## config.mk

```make
export PLATFORM = sky130hd
export DESIGN_NAME = touch_and_ir_presence_switch_flat
export DESIGN_NICKNAME = d
export VERILOG_FILES = /design/src/hw/rtl/tips_pkg.sv /design/src/hw/rtl/tips_if.sv /design/src/hw/rtl/tips_keys.sv /design/src/hw/rtl/tips_ir.sv /design/src/hw/rtl/touch_and_ir_presence_switch.sv /design/src/flat_wrapper.sv
export SDC_FILE = /design/constraint.sdc
export NUM_CORES = 1
export LEC_CHECK = 0
export ABC_AREA = 1
export BUFFER_PORTS_ARGS = -buffer_cell sky130_fd_sc_hd__buf_2
export CELL_PAD_IN_SITES_DETAIL_PLACEMENT = 1
export CELL_PAD_IN_SITES_GLOBAL_PLACEMENT = 2
export CORE_MARGIN = 2
export CORE_UTILIZATION = 31
export CTS_CLUSTER_DIAMETER = 40
export CTS_CLUSTER_SIZE = 16
export DETAILED_ROUTE_END_ITERATION = 8
export PLACE_DENSITY_LB_ADDON = 0.15
export SLEW_MARGIN = 10
export SYNTH_ARGS = -nofsm -noshare
export SYNTH_HDL_FRONTEND = slang
export SYNTH_SLANG_ARGS = --single-unit
export TNS_END_PERCENT = 30
```

## constraint.sdc

```tcl
create_clock -name clk -period 2.45 [get_ports clk]
set_input_delay 0.3675 -clock clk [delete_from_list [all_inputs] [get_ports clk]]
set_output_delay 0.3675 -clock clk [all_outputs]
set_load 0.005 [all_outputs]
```

## src/hw/rtl/tips_pkg.sv

```systemverilog
// ----------------------------------------------------------------------------
// tips_pkg
// Shared widths, register indexes, reset values and status types for the
// touch and IR presence switch.
// ----------------------------------------------------------------------------
`timescale 1ns / 1ps
`default_nettype none

package tips_pkg;

  localparam int KEY_W   = 16;
  localparam int MODE_W  = 3;
  localparam int CFG_W   = 8;
  localparam int CFG_IDX_W = 2;
  localparam int EMPTY_W = 2;

  typedef enum logic [CFG_IDX_W-1:0] {
    REG_WINDOW_LENGTH  = 2'd0,
    REG_HIT_THRESHOLD  = 2'd1,
    REG_EMIT_OFF_AFTER = 2'd2,
    REG_UNUSED         = 2'd3
  } cfg_reg_t;

  localparam logic [CFG_W-1:0] WINDOW_LENGTH_RST  = 8'd20;
  localparam logic [CFG_W-1:0] HIT_THRESHOLD_RST  = 8'd2;
  localparam logic [CFG_W-1:0] EMIT_OFF_AFTER_RST = 8'd10;

  localparam logic [KEY_W-1:0] KEY_A0   = 16'd1;
  localparam logic [KEY_W-1:0] KEY_A1   = 16'd4;
  localparam logic [KEY_W-1:0] KEY_B0   = 16'd2;
  localparam logic [KEY_W-1:0] KEY_B1   = 16'd8;
  localparam logic [KEY_W-1:0] KEY_BOTH = 16'd3;

  typedef struct packed {
    logic              release_toggle;
    logic [MODE_W-1:0] mode_a;
    logic [MODE_W-1:0] mode_b;
    logic              both;
  } key_status_t;

  typedef struct packed {
    logic entry_toggle;
    logic presence;
    logic emit;
  } ir_status_t;

endpackage

`default_nettype wire

```

## src/hw/rtl/tips_if.sv

```systemverilog
// ----------------------------------------------------------------------------
// tips interfaces
// Request, result and configuration channels of the touch and IR presence
// switch, each a valid/ready channel with source and sink views.
// ----------------------------------------------------------------------------
`timescale 1ns / 1ps
`default_nettype none

interface tips_req_if;
  logic                        valid;
  logic                        ready;
  logic [tips_pkg::KEY_W-1:0]  key_bits;
  logic                        ir_seen;

  modport source (output valid, output key_bits, output ir_seen, input ready);
  modport sink   (input valid, input key_bits, input ir_seen, output ready);
endinterface

interface tips_res_if;
  logic                        valid;
  logic                        ready;
  logic                        power_on;
  logic                        emit_enable;
  logic [tips_pkg::MODE_W-1:0] mode_a;
  logic [tips_pkg::MODE_W-1:0] mode_b;
  logic                        both_pressed;
  logic                        presence;

  modport source (output valid, output power_on, output emit_enable, output mode_a,
                  output mode_b, output both_pressed, output presence, input ready);
  modport sink   (input valid, input power_on, input emit_enable, input mode_a,
                  input mode_b, input both_pressed, input presence, output ready);
endinterface

interface tips_cfg_if;
  logic                           valid;
  logic                           ready;
  logic [tips_pkg::CFG_IDX_W-1:0] index;
  logic [tips_pkg::CFG_W-1:0]     data;

  modport source (output valid, output index, output data, input ready);
  modport sink   (input valid, input index, input data, output ready);
endinterface

`default_nettype wire

```

## src/hw/rtl/tips_keys.sv

```systemverilog
// ----------------------------------------------------------------------------
// tips_keys
// Touch key edge handling: mode stepping, both-pressed flag and the
// release toggle of power.
// ----------------------------------------------------------------------------
`timescale 1ns / 1ps
`default_nettype none

module tips_keys #(
  parameter int MODE_COUNT = 5
) (
  input  wire                          clk,
  input  wire                          rst,
  input  wire                          step,
  input  wire [tips_pkg::KEY_W-1:0]    keys,
  input  wire                          power,
  output tips_pkg::key_status_t        status
);
  import tips_pkg::*;

  localparam logic [MODE_W-1:0] MODE_MAX = MODE_W'(MODE_COUNT);
  localparam logic [MODE_W-1:0] MODE_ONE = MODE_W'(1);

  logic [KEY_W-1:0]  last_keys, last_keys_next;
  logic              key_locked, key_locked_next;
  logic              toggle_pending, toggle_pending_next;
  logic [MODE_W-1:0] mode_a, mode_a_next;
  logic [MODE_W-1:0] mode_b, mode_b_next;
  logic              both_flag, both_flag_next;
  logic [MODE_W-1:0] mode_a_inc, mode_b_inc;

  always_comb begin
    mode_a_inc = mode_a + MODE_ONE;
    if (mode_a_inc > MODE_MAX) mode_a_inc = MODE_ONE;
    mode_b_inc = mode_b + MODE_ONE;
    if (mode_b_inc > MODE_MAX) mode_b_inc = MODE_ONE;
  end

  always_comb begin
    last_keys_next      = last_keys;
    key_locked_next     = key_locked;
    toggle_pending_next = toggle_pending;
    mode_a_next         = mode_a;
    mode_b_next         = mode_b;
    both_flag_next      = both_flag;
    status.release_toggle = 1'b0;
    if (keys != '0) begin
      key_locked_next = 1'b1;
      if (keys != last_keys) begin
        if (key_locked) begin
          toggle_pending_next = 1'b1;
        end else begin
          last_keys_next = keys;
          if (keys == KEY_A0 || keys == KEY_A1) begin
            if (power) mode_a_next = mode_a_inc;
          end else if (keys == KEY_B0 || keys == KEY_B1) begin
            if (power) mode_b_next = mode_b_inc;
          end else if (keys == KEY_BOTH) begin
            both_flag_next = 1'b1;
          end
        end
      end
    end else begin
      last_keys_next        = '0;
      key_locked_next       = 1'b0;
      toggle_pending_next   = 1'b0;
      status.release_toggle = toggle_pending;
    end
    status.mode_a = mode_a_next;
    status.mode_b = mode_b_next;
    status.both   = both_flag_next;
  end

  always_ff @(posedge clk) begin
    if (rst) begin
      last_keys      <= '0;
      key_locked     <= 1'b0;
      toggle_pending <= 1'b0;
      mode_a         <= MODE_ONE;
      mode_b         <= MODE_ONE;
      both_flag      <= 1'b0;
    end else if (step) begin
      last_keys      <= last_keys_next;
      key_locked     <= key_locked_next;
      toggle_pending <= toggle_pending_next;
      mode_a         <= mode_a_next;
      mode_b         <= mode_b_next;
      both_flag      <= both_flag_next;
    end
  end

endmodule

`default_nettype wire

```

## src/hw/rtl/tips_ir.sv

```systemverilog
// ----------------------------------------------------------------------------
// tips_ir
// IR presence detector: hit counting per window, presence with two empty
// windows to clear, and emitter gating late in the window.
// ----------------------------------------------------------------------------
`timescale 1ns / 1ps
`default_nettype none

module tips_ir (
  input  wire                        clk,
  input  wire                        rst,
  input  wire                        step,
  input  wire                        seen,
  input  wire [tips_pkg::CFG_W-1:0]  window_length,
  input  wire [tips_pkg::CFG_W-1:0]  hit_threshold,
  input  wire [tips_pkg::CFG_W-1:0]  emit_off_after,
  output tips_pkg::ir_status_t       status
);
  import tips_pkg::*;

  logic [CFG_W-1:0]   window_pos, window_pos_next;
  logic [CFG_W-1:0]   hit_count, hit_count_next;
  logic [EMPTY_W-1:0] empty_windows, empty_windows_next;
  logic               present, present_next;
  logic               emit;
  logic [CFG_W-1:0]   hit_inc, pos_inc;
  logic [EMPTY_W-1:0] empty_inc;

  always_comb begin
    hit_inc   = hit_count + CFG_W'(seen);
    pos_inc   = window_pos + CFG_W'(1);
    empty_inc = empty_windows + EMPTY_W'(1);

    window_pos_next    = pos_inc;
    hit_count_next     = hit_inc;
    empty_windows_next = empty_windows;
    present_next       = present;
    emit               = !((window_pos > emit_off_after) && present);
    status.entry_toggle = 1'b0;

    if (pos_inc >= window_length) begin
      if (hit_inc > hit_threshold) begin
        if (!present) begin
          present_next        = 1'b1;
          status.entry_toggle = 1'b1;
        end
        empty_windows_next = '0;
      end else if (empty_inc > EMPTY_W'(1)) begin
        empty_windows_next = EMPTY_W'(1);
        present_next       = 1'b0;
      end else begin
        empty_windows_next = empty_inc;
      end
      emit            = 1'b1;
      window_pos_next = '0;
      hit_count_next  = '0;
    end

    status.presence = present_next;
    status.emit     = emit;
  end

  always_ff @(posedge clk) begin
    if (rst) begin
      window_pos    <= '0;
      hit_count     <= '0;
      empty_windows <= '0;
      present       <= 1'b0;
    end else if (step) begin
      window_pos    <= window_pos_next;
      hit_count     <= hit_count_next;
      empty_windows <= empty_windows_next;
      present       <= present_next;
    end
  end

endmodule

`default_nettype wire

```

## src/hw/rtl/touch_and_ir_presence_switch.sv

```systemverilog
// ----------------------------------------------------------------------------
// touch_and_ir_presence_switch
// Touch key and IR presence power switch, one service step per request.
// ----------------------------------------------------------------------------
// The block takes one request per clock unless the result side stalls and
// returns one result per request, in order, in the cycle after acceptance.
// All state is updated in a single combinational pass at the accepting edge
// and the flags are captured into the result register; a request is taken
// whenever that register is empty or being drained in the same cycle.
// Configuration writes are always accepted, effective from the next request.
`timescale 1ns / 1ps
`default_nettype none

module touch_and_ir_presence_switch #(
  parameter int MODE_COUNT = 5
) (
  input  wire         clk,
  input  wire         rst,
  tips_req_if.sink    req,
  tips_res_if.source  res,
  tips_cfg_if.sink    cfg
);
  import tips_pkg::*;

  logic [CFG_W-1:0] window_length;
  logic [CFG_W-1:0] hit_threshold;
  logic [CFG_W-1:0] emit_off_after;
  logic             power;
  logic             power_next;
  logic             step;
  key_status_t      key_status;
  ir_status_t       ir_status;

  assign cfg.ready = 1'b1;
  assign req.ready = !res.valid || res.ready;
  assign step      = req.valid && req.ready;

  always_ff @(posedge clk) begin
    if (rst) begin
      window_length  <= WINDOW_LENGTH_RST;
      hit_threshold  <= HIT_THRESHOLD_RST;
      emit_off_after <= EMIT_OFF_AFTER_RST;
    end else if (cfg.valid) begin
      case (cfg_reg_t'(cfg.index))
        REG_WINDOW_LENGTH:  window_length  <= cfg.data;
        REG_HIT_THRESHOLD:  hit_threshold  <= cfg.data;
        REG_EMIT_OFF_AFTER: emit_off_after <= cfg.data;
        default: ;
      endcase
    end
  end

  tips_keys #(
    .MODE_COUNT(MODE_COUNT)
  ) u_keys (
    .clk    (clk),
    .rst    (rst),
    .step   (step),
    .keys   (req.key_bits),
    .power  (power),
    .status (key_status)
  );

  tips_ir u_ir (
    .clk            (clk),
    .rst            (rst),
    .step           (step),
    .seen           (req.ir_seen),
    .window_length  (window_length),
    .hit_threshold  (hit_threshold),
    .emit_off_after (emit_off_after),
    .status         (ir_status)
  );

  // release toggle first, then presence entry toggle
  assign power_next = power ^ key_status.release_toggle ^ ir_status.entry_toggle;

  always_ff @(posedge clk) begin
    if (rst) begin
      power     <= 1'b0;
      res.valid <= 1'b0;
    end else begin
      if (step) begin
        power     <= power_next;
        res.valid <= 1'b1;
      end else if (res.ready) begin
        res.valid <= 1'b0;
      end
    end
  end

  always_ff @(posedge clk) begin
    if (step) begin
      res.power_on     <= power_next;
      res.emit_enable  <= ir_status.emit;
      res.mode_a       <= key_status.mode_a;
      res.mode_b       <= key_status.mode_b;
      res.both_pressed <= key_status.both;
      res.presence     <= ir_status.presence;
    end
  end

endmodule

`default_nettype wire

```

## src/flat_wrapper.sv

```systemverilog
// flat-port wrapper written by rule: the top's interface ports become plain ports
module touch_and_ir_presence_switch_flat import tips_pkg::*;
#(
  parameter int MODE_COUNT = 5
)
  (clk, rst, req_valid, req_key_bits, req_ir_seen, req_ready, res_valid, res_power_on, res_emit_enable, res_mode_a, res_mode_b, res_both_pressed, res_presence, res_ready, cfg_valid, cfg_index, cfg_data, cfg_ready);
  tips_req_if req_i ();
  tips_res_if res_i ();
  tips_cfg_if cfg_i ();
  input  wire clk;
  input  wire rst;
  input wire logic [$bits(req_i.valid)-1:0] req_valid;
  input wire logic [$bits(req_i.key_bits)-1:0] req_key_bits;
  input wire logic [$bits(req_i.ir_seen)-1:0] req_ir_seen;
  output wire logic [$bits(req_i.ready)-1:0] req_ready;
  output wire logic [$bits(res_i.valid)-1:0] res_valid;
  output wire logic [$bits(res_i.power_on)-1:0] res_power_on;
  output wire logic [$bits(res_i.emit_enable)-1:0] res_emit_enable;
  output wire logic [$bits(res_i.mode_a)-1:0] res_mode_a;
  output wire logic [$bits(res_i.mode_b)-1:0] res_mode_b;
  output wire logic [$bits(res_i.both_pressed)-1:0] res_both_pressed;
  output wire logic [$bits(res_i.presence)-1:0] res_presence;
  input wire logic [$bits(res_i.ready)-1:0] res_ready;
  input wire logic [$bits(cfg_i.valid)-1:0] cfg_valid;
  input wire logic [$bits(cfg_i.index)-1:0] cfg_index;
  input wire logic [$bits(cfg_i.data)-1:0] cfg_data;
  output wire logic [$bits(cfg_i.ready)-1:0] cfg_ready;
  assign req_i.valid = req_valid;
  assign req_i.key_bits = req_key_bits;
  assign req_i.ir_seen = req_ir_seen;
  assign req_ready = req_i.ready;
  assign res_valid = res_i.valid;
  assign res_power_on = res_i.power_on;
  assign res_emit_enable = res_i.emit_enable;
  assign res_mode_a = res_i.mode_a;
  assign res_mode_b = res_i.mode_b;
  assign res_both_pressed = res_i.both_pressed;
  assign res_presence = res_i.presence;
  assign res_i.ready = res_ready;
  assign cfg_i.valid = cfg_valid;
  assign cfg_i.index = cfg_index;
  assign cfg_i.data = cfg_data;
  assign cfg_ready = cfg_i.ready;
  touch_and_ir_presence_switch #(.MODE_COUNT(MODE_COUNT)) u_core (.clk(clk), .rst(rst), .req(req_i), .res(res_i), .cfg(cfg_i));
endmodule
```

==> results.yml, run 1 <==
timing:
  post-route-period-util: 0.9940
  final.setup.tns_ns: 0
  setup_viol: 0
  slew-limit-headroom: 0.5907
  final-hold-violation-count: 0
  fin_worst_skew_ns: 0.006617
  fmax_mhz: 410.6
  finalMaxSlewViolations: 0
  tightest_slew_ns: 0.6092
  rsz0062_at_grt: "true"
  min_period_ns: 2.435
placed_design:
  place_area_um2: 5154
  place_congestion: 0.7884
  placed_cells: 871
  hpwl_um: 9385
  io_buffers: 43
grt:
  grt_max_degree: 32
  grt_pass1_wl_um: 21070
  grt_pass1_vias: 4297
  grt_usage: 0.1624
  antenna_found_initial: 0
  grt-ovfl-total: 0
synthesis:
  yosys_warnings: 0
  synth_ff_type: "dfxtp_1"
  syn_area_um2: 4659
  synthCells: 643
  synth_edf_count: 10
  ys_ff_latch: 80
  async_reset_ff_frac: 0
  synth_seq_area_share: 0.3652
  synth_area_per_cell_um2: 7.246
  ys_types: 37
  syn_nets: 707
finish:
  multi_input_area_um2: 2648
  layout_commonest_cell: "nand2_1"
  drive_gt1_frac: 0.2252
  diodes: 0
  fin_area_um2: 5695
  fill_cells: 1800
  num-nets-final: 765
  area_growth_pct: 22.23
  final_cell_mix: "nand2_1 (145), inv_1 (94), dfxtp_1 (65), a21oi_1 (49), nor2_1 (46)"
  seq_area_um2: 1713
  final_cells: 890
pwr:
  peakVddDrop_mv: 0.3295
  p_leak_nw: 2.703
  powerDensity_nw_per_um2: 590.8
drt:
  routed_via_density: 4.701
  final_antenna_net_count: 0
  wl_um: 12570
  route.detailed.drc: 0
  vias: 4184
  wl_per_cell_um: 14.12
  dr.first_iter.drc_count: 121
  drt-pass1-iter-count: 4
worst_setup_path:
  crit_required_ns: 2.55
  worst-setup-path-type: "reg2reg"
  cp_max_fo: 4
  endpoint_kind: "flip-flop"
  worst_ep_arrival_time_ns: 2.53
  start_kind: "flip-flop"
  cp_common_cell: "nand2_1"
  slowest_delay_ns: 0.38
  cpLargestDelayFamily: "simple AND/OR/NAND/NOR gates"
  cp_cell_sequence: "ha_4 -> nand3_4 -> nand3b_1 -> xnor2_2 -> ha_1 -> nand2_2 -> nor2_2 -> nor2_1 -> nand2_1 -> nor2_4 -> inv_2 -> buf_4 -> nand3_1 -> nand2_1"
  path_buf_inv: 2
  cpMaxStageDelayCell: "dfxtp_4"
clock_network:
  cts_sinks: 80
  clock_latency_ns: 0.34
  cts_hold_buf: 0
  clk_path_buf_depth: 2
  cts.root.buffer_cell: "clkbuf_16"
  cts_tree: "yes"
  htreeDepth: 3
  numCtsBuffers: 9
  clkSlewWorstSetupHoldPaths_ns: 0.06
die:
  coreArea_um2: 14590
  die_area_um2: 16030
  die_x_um: 126.6
  initial_utilization: 0.3194
  rows: 44
  die_height_um: 126.6
  ioPinCount: 45
worst_hold_path:
  hold_path_class: "in2reg"
job:
  cap_violations: 0
status:
  status: "finished, final reports clean"
final cells by class:
| cell class | count | area share |
|---|---|---|
| Clock buffer | 9 | 0.03954 |
| Clock inverter | 7 | 0.01516 |
| Inverter | 100 | 0.06591 |
| Multi-Input combinational cell | 441 | 0.4649 |
| Sequential cell | 80 | 0.3007 |
| Tap cell | 184 | 0.04042 |
| Timing Repair Buffer | 69 | 0.07337 |
path summary, 6_finish.rpt:
check                                                               start                                        end  slack (ns)  cells after the start
worst max-delay path               u_core.u_ir.window_pos[1]$_SDFFE_PP0P_              u_core.res.presence$_DFFE_PP_        0.01                     14
worst max register to register     u_core.u_ir.window_pos[1]$_SDFFE_PP0P_              u_core.res.presence$_DFFE_PP_        0.01                     14
worst min register to register  u_core.u_ir.empty_windows[1]$_SDFFE_PP0P_  u_core.u_ir.empty_windows[1]$_SDFFE_PP0P_        0.47                      2
worst min-delay path                                          cfg_data[2]       u_core.window_length[2]$_SDFFE_PP1P_        0.30                      3
kinds of logic (layout without fill, tap and decap cells):
group,Yosys count,in the layout,synth area share
and+or+nand+nor,291,291,0.2884
buffers and inverters,122,185,0.1071
AOI/OAI and AO/OA,102,102,0.1243
DFF,80,80,0.3652
adders and majority gates,32,32,0.08593
xor gates and xnor gates,15,15,0.02820
other,1,1,0.0008048
flip-flops by register name, summed over array words and instances, names as in the netlist, 2 cells and up:
name                       flops
u_core.window_length           8
u_core.res.mode_b              3
u_core.u_keys.mode_b           3
u_core.u_ir.window_pos         8
u_core.emit_off_after          8
u_core.u_ir.hit_count          8
u_core.u_keys.last_keys       16
u_core.res.mode_a              3
u_core.u_keys.mode_a           3
u_core.hit_threshold           8
u_core.u_ir.empty_windows      2
per-layer routing:
metal,vias up,part of all wire,track usage
li1,2188,-,-
met1,1945,0.47,0.2058
met2,39,0.49,0.2815
met3,12,0.022,0.02446
met4,0,0.013,0.05559
met5,-,0,0
what timing repair did:
item                       in CTS  in global routing
gates resized for setup         5                 47
setup buffers                   0                  3
setup endpoints to repair       6                 23
pin swaps                       0                 27
synthesized netlist by cell type, types with 2 or more instances:
| cell | count | area, um2 |
|---|---|---|
| nand4_1 | 21 | 131.4 |
| o21ai_0 | 25 | 125.1 |
| nand3_2 | 2 | 20.02 |
| buf_2 | 2 | 10.01 |
| dfxtp_1 | 70 | 1401 |
| a21oi_2 | 7 | 61.31 |
| edfxtp_1 | 10 | 300.3 |
| inv_1 | 96 | 360.4 |
| xor2_1 | 9 | 78.83 |
| clkbuf_1 | 13 | 48.80 |
| nand2_2 | 9 | 56.30 |
| nor3_1 | 7 | 35.03 |
| nand2_1 | 151 | 566.8 |
| o21bai_1 | 2 | 15.01 |
| nand3b_1 | 4 | 30.03 |
| nand3_4 | 2 | 35.03 |
| o211ai_1 | 7 | 52.55 |
| a21oi_1 | 55 | 275.3 |
| inv_2 | 4 | 15.01 |
| a21o_1 | 3 | 22.52 |
| buf_4 | 4 | 30.03 |
| nor2_1 | 49 | 183.9 |
| xnor2_1 | 6 | 52.55 |
| nor2_4 | 4 | 45.04 |
| ha_1 | 32 | 400.4 |
| nand3_1 | 33 | 165.2 |
| nor2_2 | 6 | 37.54 |
power breakdown:
| group | internal [mW] | leakage, nW | switching, mW |
|---|---|---|---|
| clock | 0.884 | 0.153 | 0.570 |
| sequential | 1.40 | 0.670 | 0.0418 |
| combinational | 0.177 | 1.88 | 0.297 |
| total | 2.46 | 2.70 | 0.908 |
through the flow:
step	total power [mW]	setup slack, ns	hold slack, ns	util
finish	3.365	0.01463	0.2954	0.3904
global route	3.552	-0.1150	0.3086	0.3904
CTS	3.395	0.005446	0.2902	0.3753
detailed placement	1.923	-0.1741	0.4555	0.3533
global placement	1.906	-0.07303	0.4418	0.3533
floorplan	1.763	0.1475	0.4284	-
worst reg2reg max path, stage by stage (launching register included):
cell	delay [ns]
dfxtp_4	0.38
ha_4	0.15
nand3_4	0.06
nand3b_1	0.21
xnor2_2	0.18
ha_1	0.30
nand2_2	0.10
nor2_2	0.05
nor2_1	0.12
nand2_1	0.10
nor2_4	0.15
inv_2	0.08
buf_4	0.13
nand3_1	0.09
nand2_1	0.07
Note: power is estimated with default switching activity, not from simulation.
==> run 2: changes to the inputs <==
--- a/config.mk
+++ b/config.mk
@@ -10,11 +10,11 @@
 export CELL_PAD_IN_SITES_DETAIL_PLACEMENT = 1
 export CELL_PAD_IN_SITES_GLOBAL_PLACEMENT = 2
 export CORE_MARGIN = 2
-export CORE_UTILIZATION = 31
+export CORE_UTILIZATION = 37
 export CTS_CLUSTER_DIAMETER = 40
 export CTS_CLUSTER_SIZE = 16
 export DETAILED_ROUTE_END_ITERATION = 8
-export PLACE_DENSITY_LB_ADDON = 0.15
+export PLACE_DENSITY_LB_ADDON = 0.1
 export SLEW_MARGIN = 10
 export SYNTH_ARGS = -nofsm -noshare
 export SYNTH_HDL_FRONTEND = slang
==> constraint.sdc (replaced) <==
create_clock -name clk -period 3.2 [get_ports clk]
set_input_delay 0.48 -clock clk [delete_from_list [all_inputs] [get_ports clk]]
set_output_delay 0.48 -clock clk [all_outputs]
set_load 0.005 [all_outputs]
==> run 2 against run 1 <==
Sequential share of layout area grew 1.9 points. Sequential power shrank 24%. Register-to-register slack gained 0.56 ns. Cell count shrank 4.2%. Clock power shrank 25%. Critical path depth is the same. Total power shrank 25%. Highest routed layer unchanged. Fmax shrank 7.2%. Global-route usage grew 3.3 points. Largest power group is now registers. Routed wire length shrank 4.0%.
==> results.yml, run 2 (same netlist as run 1, synthesis figures left out) <==
status:
  status: "finished, final reports clean"
finish:
  regMostFlops: "u_core.u_keys.last_keys"
  largest_reg_flops: 16
  area_growth_pct: 14.04
  num-nets-final: 744
  multi_input_area_um2: 2459
  drive_gt1_frac: 0.1474
  final_cells: 853
  seq_area_um2: 1702
  fin_area_um2: 5314
  final_cell_mix: "nand2_1 (151), inv_1 (96), dfxtp_1 (70), a21oi_1 (55), nor2_1 (49)"
  utilization: 0.4369
  fill_cells: 1565
  diodes: 0
  layout_commonest_cell: "nand2_1"
timing:
  fmax_mhz: 381.0
  slew-limit-headroom: 0.3579
  min_period_ns: 2.625
  holdWs_ns: 0.4028
  fin_worst_skew_ns: 0.006208
  finalMaxSlewViolations: 0
  post-route-period-util: 0.8203
  setup_viol: 0
  rsz0062_at_grt: "false"
  tightest_slew_ns: 0.9620
  final-hold-violation-count: 0
  final.setup.tns_ns: 0
  setup_ws_ns: 0.5750
drt:
  wl_um: 12070
  drt-pass1-iter-count: 4
  final_antenna_net_count: 0
  routed_via_density: 4.902
  route.detailed.drc: 0
  dr.first_iter.drc_count: 110
  wl_per_cell_um: 14.15
  vias: 4181
grt:
  grt_pass1_vias: 4278
  grt_max_degree: 40
  grt.busiest_layer: "met2"
  grtUsageMet1: 0.2186
  grt_usage: 0.1954
  grt_pass1_wl_um: 20430
  met3_usage: 0.04670
  grt-ovfl-total: 0
  grt_use_met2: 0.3667
  antenna_found_initial: 0
worst_hold_path:
  hold_path_depth: 3
  hold_path_class: "in2reg"
  hold_end: "u_core.window_length[2]$_SDFFE_PP1P_"
  hp-start: "cfg_data[2]"
placed_design:
  io_buffers: 43
  place_congestion: 0.7913
  hpwl_um: 8930
  pre_cts_slack_ns: 0.3367
  place_area_um2: 4999
  placed_cells: 837
job:
  cap_violations: 0
worst_setup_path:
  regToRegSetupSlack_ns: 0.58
  worst_ep_arrival_time_ns: 2.89
  cp_cell_sequence: "nand3_1 -> inv_1 -> nand3_1 -> nand3b_1 -> xnor2_1 -> ha_1 -> a21o_1 -> nor2_1 -> nand2_1 -> nor2_2 -> inv_2 -> nor2_4 -> nand2_1 -> a21oi_1"
  reg2reg_to: "u_core.u_ir.hit_count[6]$_SDFFE_PP0P_"
  worst-setup-path-type: "reg2reg"
  start_kind: "flip-flop"
  cpMaxStageDelayCell: "dfxtp_1"
  endpoint_kind: "flip-flop"
  regToRegStartpoint: "u_core.u_ir.window_pos[2]$_SDFFE_PP0P_"
  cp_max_fo: 15
  slowest_delay_ns: 0.41
  ff2ff_path_depth: 14
  crit_required_ns: 3.47
clock_network:
  cts_resized: 0
  cts.root.buffer_cell: "clkbuf_16"
  cts_tree: "yes"
  cts_sinks: 80
  clk_path_buf_depth: 2
  clock_latency_ns: 0.34
  clkSlewWorstSetupHoldPaths_ns: 0.06
  numCtsBuffers: 9
  post-cts-setup-buffer-count: 0
  htreeDepth: 3
  cts_hold_buf: 0
pwr:
  comb_power_share: 0.133
  peakVddDrop_mv: 0.3443
  seq_power_share: 0.435
  powerDensity_nw_per_um2: 475.4
  p_switching_mw: 0.6707
  clock_power_share: 0.432
  intPower_mw: 1.856
  p_leak_nw: 2.572
  switching_share: 0.2655
  finalPower_mw: 2.526
die:
  ioPinCount: 45
  die_area_um2: 13510
  coreArea_um2: 12160
  die_x_um: 116.2
  rows: 40
  initial_utilization: 0.3831
  die_height_um: 116.2
[run 2: changes by cell type in the layout (fill, tap and decap cells not counted), moves of 5 or more]
cell,change
buf_4,-19
nand3_1,+7
a21oi_1,+6
a21oi_2,-6
nand2_1,+6
nand2_2,-6
dfxtp_1,+5
[run 2: how the worst max path moves through the flow]
stage / slack (ns) / end / startpoint
after floorplan: 0.82 / u_core.res.power_on$_DFFE_PP_ / req_ir_seen
after global placement: 0.41 / u_core.res.power_on$_DFFE_PP_ / req_ir_seen
after detailed placement: 0.34 / u_core.res.power_on$_DFFE_PP_ / req_ir_seen
after CTS: 0.51 / u_core.u_ir.hit_count[6]$_SDFFE_PP0P_ / u_core.u_ir.window_pos[2]$_SDFFE_PP0P_
after global routing: 0.17 / u_core.u_ir.hit_count[0]$_SDFFE_PP0P_ / u_core.u_ir.window_pos[2]$_SDFFE_PP0P_
final: 0.58 / u_core.u_ir.hit_count[6]$_SDFFE_PP0P_ / u_core.u_ir.window_pos[2]$_SDFFE_PP0P_
[run 2: layer usage]
metal  up-vias  wire, um
li1       2148         -
met1      1972      5329
met2        44      6200
met3        17       347
met4         0       193
met5         -         0
[run 2: worst max-delay path, delay by kind of cell (launching register included)]
family,cells,cell delay (ns)
XOR/XNOR,1,0.22
buffers and inverters,2,0.15
AO/OA/AOI/OAI,2,0.33
adder cells (fa/ha/maj),1,0.28
AND/OR/NAND/NOR,8,1.15
flip-flops,1,0.41
[run 2: layout make-up]
class	count	area share
clock inverters	5	0.009654
clock buffers	11	0.04968
multi-input cells	441	0.4627
flip-flops and latches	80	0.3202
repair buffers	48	0.04756
well taps	168	0.03956
inverters	100	0.07064
[run 2: power by group through the flow]
stage               sequential [mW]  combinational [mW]  clock [mW]
floorplan                      1.11               0.237           0
global placement               1.12               0.327           0
detailed placement             1.12               0.340           0
CTS                            1.10               0.344        1.13
global route                   1.10               0.389        1.16
finish                         1.10               0.336        1.09
==> run 3: changes to the inputs <==
--- a/config.mk
+++ b/config.mk
@@ -10,7 +10,7 @@
 export CELL_PAD_IN_SITES_DETAIL_PLACEMENT = 1
 export CELL_PAD_IN_SITES_GLOBAL_PLACEMENT = 2
 export CORE_MARGIN = 2
-export CORE_UTILIZATION = 37
+export CORE_UTILIZATION = 31
 export CTS_CLUSTER_DIAMETER = 40
 export CTS_CLUSTER_SIZE = 16
 export DETAILED_ROUTE_END_ITERATION = 8
==> constraint.sdc (replaced) <==
create_clock -name clk -period 2.1 [get_ports clk]
set_input_delay 0.315 -clock clk [delete_from_list [all_inputs] [get_ports clk]]
set_output_delay 0.315 -clock clk [all_outputs]
set_load 0.005 [all_outputs]
==> run 3 against run 2 <==
The flow now finishes with violations (negative setup slack). Clock skew rose by 0.0025 ns. Non-clock buffer count rose by 37. Cell count rose by 6.2%. Sequential power rose by 53%. Count of clock-buffer cells in the layout rose by 3. Critical path type unchanged. Critical endpoint is now u_core.res.power_on$_DFFE_PP_. Highest routed layer unchanged.
==> results.yml, run 3 (same netlist as run 1, synthesis figures left out) <==
status:
  status: "finished, violations left"
  violations: "negative setup slack"
drt:
  route.detailed.drc: 0
  met3_length_um: 359
  met2_length_um: 6560
  final_antenna_net_count: 0
  drt-pass1-iter-count: 4
  wl_um: 12750
  dr.first_iter.drc_count: 115
  met1_length_um: 5671
  vias: 4301
  routed_via_density: 4.747
  wl_per_cell_um: 14.08
  routed.top_layer: "met4"
die:
  coreArea_um2: 14590
  die_area_um2: 16030
  die_x_um: 126.6
  rows: 44
  ioPinCount: 45
  die_height_um: 126.6
  initial_utilization: 0.3194
clock_network:
  clk_path_buf_depth: 2
  cts_sinks: 80
  clkSlewWorstSetupHoldPaths_ns: 0.06
  cts_hold_buf: 0
  numCtsBuffers: 9
  cts_tree: "yes"
  clock_latency_ns: 0.34
  cts.root.buffer_cell: "clkbuf_16"
  htreeDepth: 3
placed_design:
  pre_cts_slack_ns: -0.4021
  place_congestion: 0.7475
  hpwl_um: 9541
  io_buffers: 43
  place_area_um2: 5283
timing:
  setup_viol: 23
  post-route-period-util: 1.127
  final.setup.tns_ns: -5.015
  setup_ws_ns: -0.2664
  rsz0062_at_grt: "true"
  final-hold-violation-count: 0
  fin_worst_skew_ns: 0.008693
  min_period_ns: 2.366
  fmax_mhz: 422.6
  finalMaxSlewViolations: 0
finish:
  regMostFlops: "u_core.u_keys.last_keys"
  largest_reg_flops: 16
  num-nets-final: 781
  fin_area_um2: 5834
  diodes: 0
  layout_commonest_cell: "nand2_1"
  final_cell_mix: "nand2_1 (144), inv_1 (93), dfxtp_1 (66), a21oi_1 (49), nor2_1 (47)"
  fill_cells: 1819
  area_growth_pct: 25.21
  drive_gt1_frac: 0.2438
worst_setup_path:
  cp_cell_sequence: "ha_4 -> nand3_4 -> inv_2 -> nand3_2 -> nand3b_1 -> xnor2_2 -> ha_1 -> nand2_2 -> nor2_2 -> nand4_1 -> buf_4 -> nand3_4 -> nor2_4 -> nand2_2 -> nand2_1"
  ff2ff_path_depth: 15
  crit_required_ns: 2.20
  cpMaxStageDelayCell: "dfxtp_2"
  regToRegSetupSlack_ns: -0.27
  cpLargestDelayFamily: "simple AND/OR/NAND/NOR gates"
  cp_max_fo: 2
  worst-setup-path-type: "reg2reg"
  worst-path-stages: 15
  path_buf_inv: 2
  endpoint_kind: "flip-flop"
  worst_ep_arrival_time_ns: 2.46
  slowest_delay_ns: 0.35
  start_kind: "flip-flop"
job:
  cap_violations: 0
pwr:
  clock_power_share: 0.431
  peakVddDrop_mv: 0.4328
  intPower_mw: 2.894
  p_switching_mw: 1.039
  powerDensity_nw_per_um2: 674.2
  switching_share: 0.2642
  comb_power_share: 0.142
  finalPower_mw: 3.934
  p_leak_nw: 2.793
  seq_power_share: 0.426
worst_hold_path:
  hold_path_depth: 3
  hold_path_class: "in2reg"
grt:
  grt_max_degree: 32
  grt_pass1_wl_um: 21430
  grt_usage: 0.1676
  grt-ovfl-total: 0
  grt_pass1_vias: 4501
  antenna_found_initial: 0
==> run 3: changes by cell type in the layout (fill, tap and decap cells not counted), moves of 6 or more <==
cell,delta
buf_4,+35
nand3_1,-7
nand2_2,+7
a21oi_2,+6
nand2_1,-7
a21oi_1,-6
==> run 3: worst paths after layout <==
check	startpoint	to
worst max-delay path	u_core.u_ir.hit_count[0]$_SDFFE_PP0P_	u_core.res.power_on$_DFFE_PP_
worst min-delay path	cfg_data[3]	u_core.emit_off_after[3]$_SDFFE_PP1P_
worst max register to register	u_core.u_ir.hit_count[0]$_SDFFE_PP0P_	u_core.res.power_on$_DFFE_PP_
worst min register to register	u_core.u_ir.empty_windows[1]$_SDFFE_PP0P_	u_core.u_ir.empty_windows[1]$_SDFFE_PP0P_
==> run 3: power by group through the flow <==
stage	clock network (mW)	registers (mW)	logic, mW
2_1_floorplan	0	1.70	0.364
3_3_place_gp	0	1.71	0.529
3_5_place_dp	0	1.71	0.545
4_1_cts	1.75	1.68	0.561
5_1_grt	1.82	1.69	0.649
6_report	1.70	1.68	0.560
==> run 3: worst register-to-register path: cells and delay by family (launching register included) <==
kind | cells | cell delay [ns]
AND/OR/NAND/NOR | 10 | 0.91
XOR/XNOR | 1 | 0.16
buffers and inverters | 2 | 0.24
flip-flops | 1 | 0.35
adder cells (fa/ha/maj) | 2 | 0.47
==> run 3: stage by stage <==
step	util	cells	hold slack, ns
2_1_floorplan	-	643	0.4284
3_3_place_gp	0.3621	883	0.4433
3_5_place_dp	0.3621	883	0.4545
4_1_cts	0.3935	904	0.2285
5_1_grt	0.3999	906	0.2474
6_report	0.3999	906	0.2381
==> run 3: what timing repair did <==
| action | CTS | global route |
|---|---|---|
| setup endpoints to repair | 23 | 23 |
| pin swaps | 18 | 14 |
| resized for setup | 26 | 16 |
| setup buffers | 5 | 2 |
==> run 3: metal layers <==
metal,GRT usage,vias up
met4,0.05107,0
met3,0.03712,14
met5,0,-
li1,-,2215
met2,0.3054,42
met1,0.1952,2030
==> run 3: cell type report <==
class / instances / area (um2) / area share
Clock inverter: 2 / 35.03 / 0.006005
Clock buffer: 14 / 284.0 / 0.04868
Inverter: 100 / 375.4 / 0.06434
Tap cell: 184 / 230.2 / 0.03946
Sequential cell: 80 / 1712 / 0.2934
Timing Repair Buffer: 85 / 538.0 / 0.09222
Multi-Input combinational cell: 441 / 2660 / 0.4559
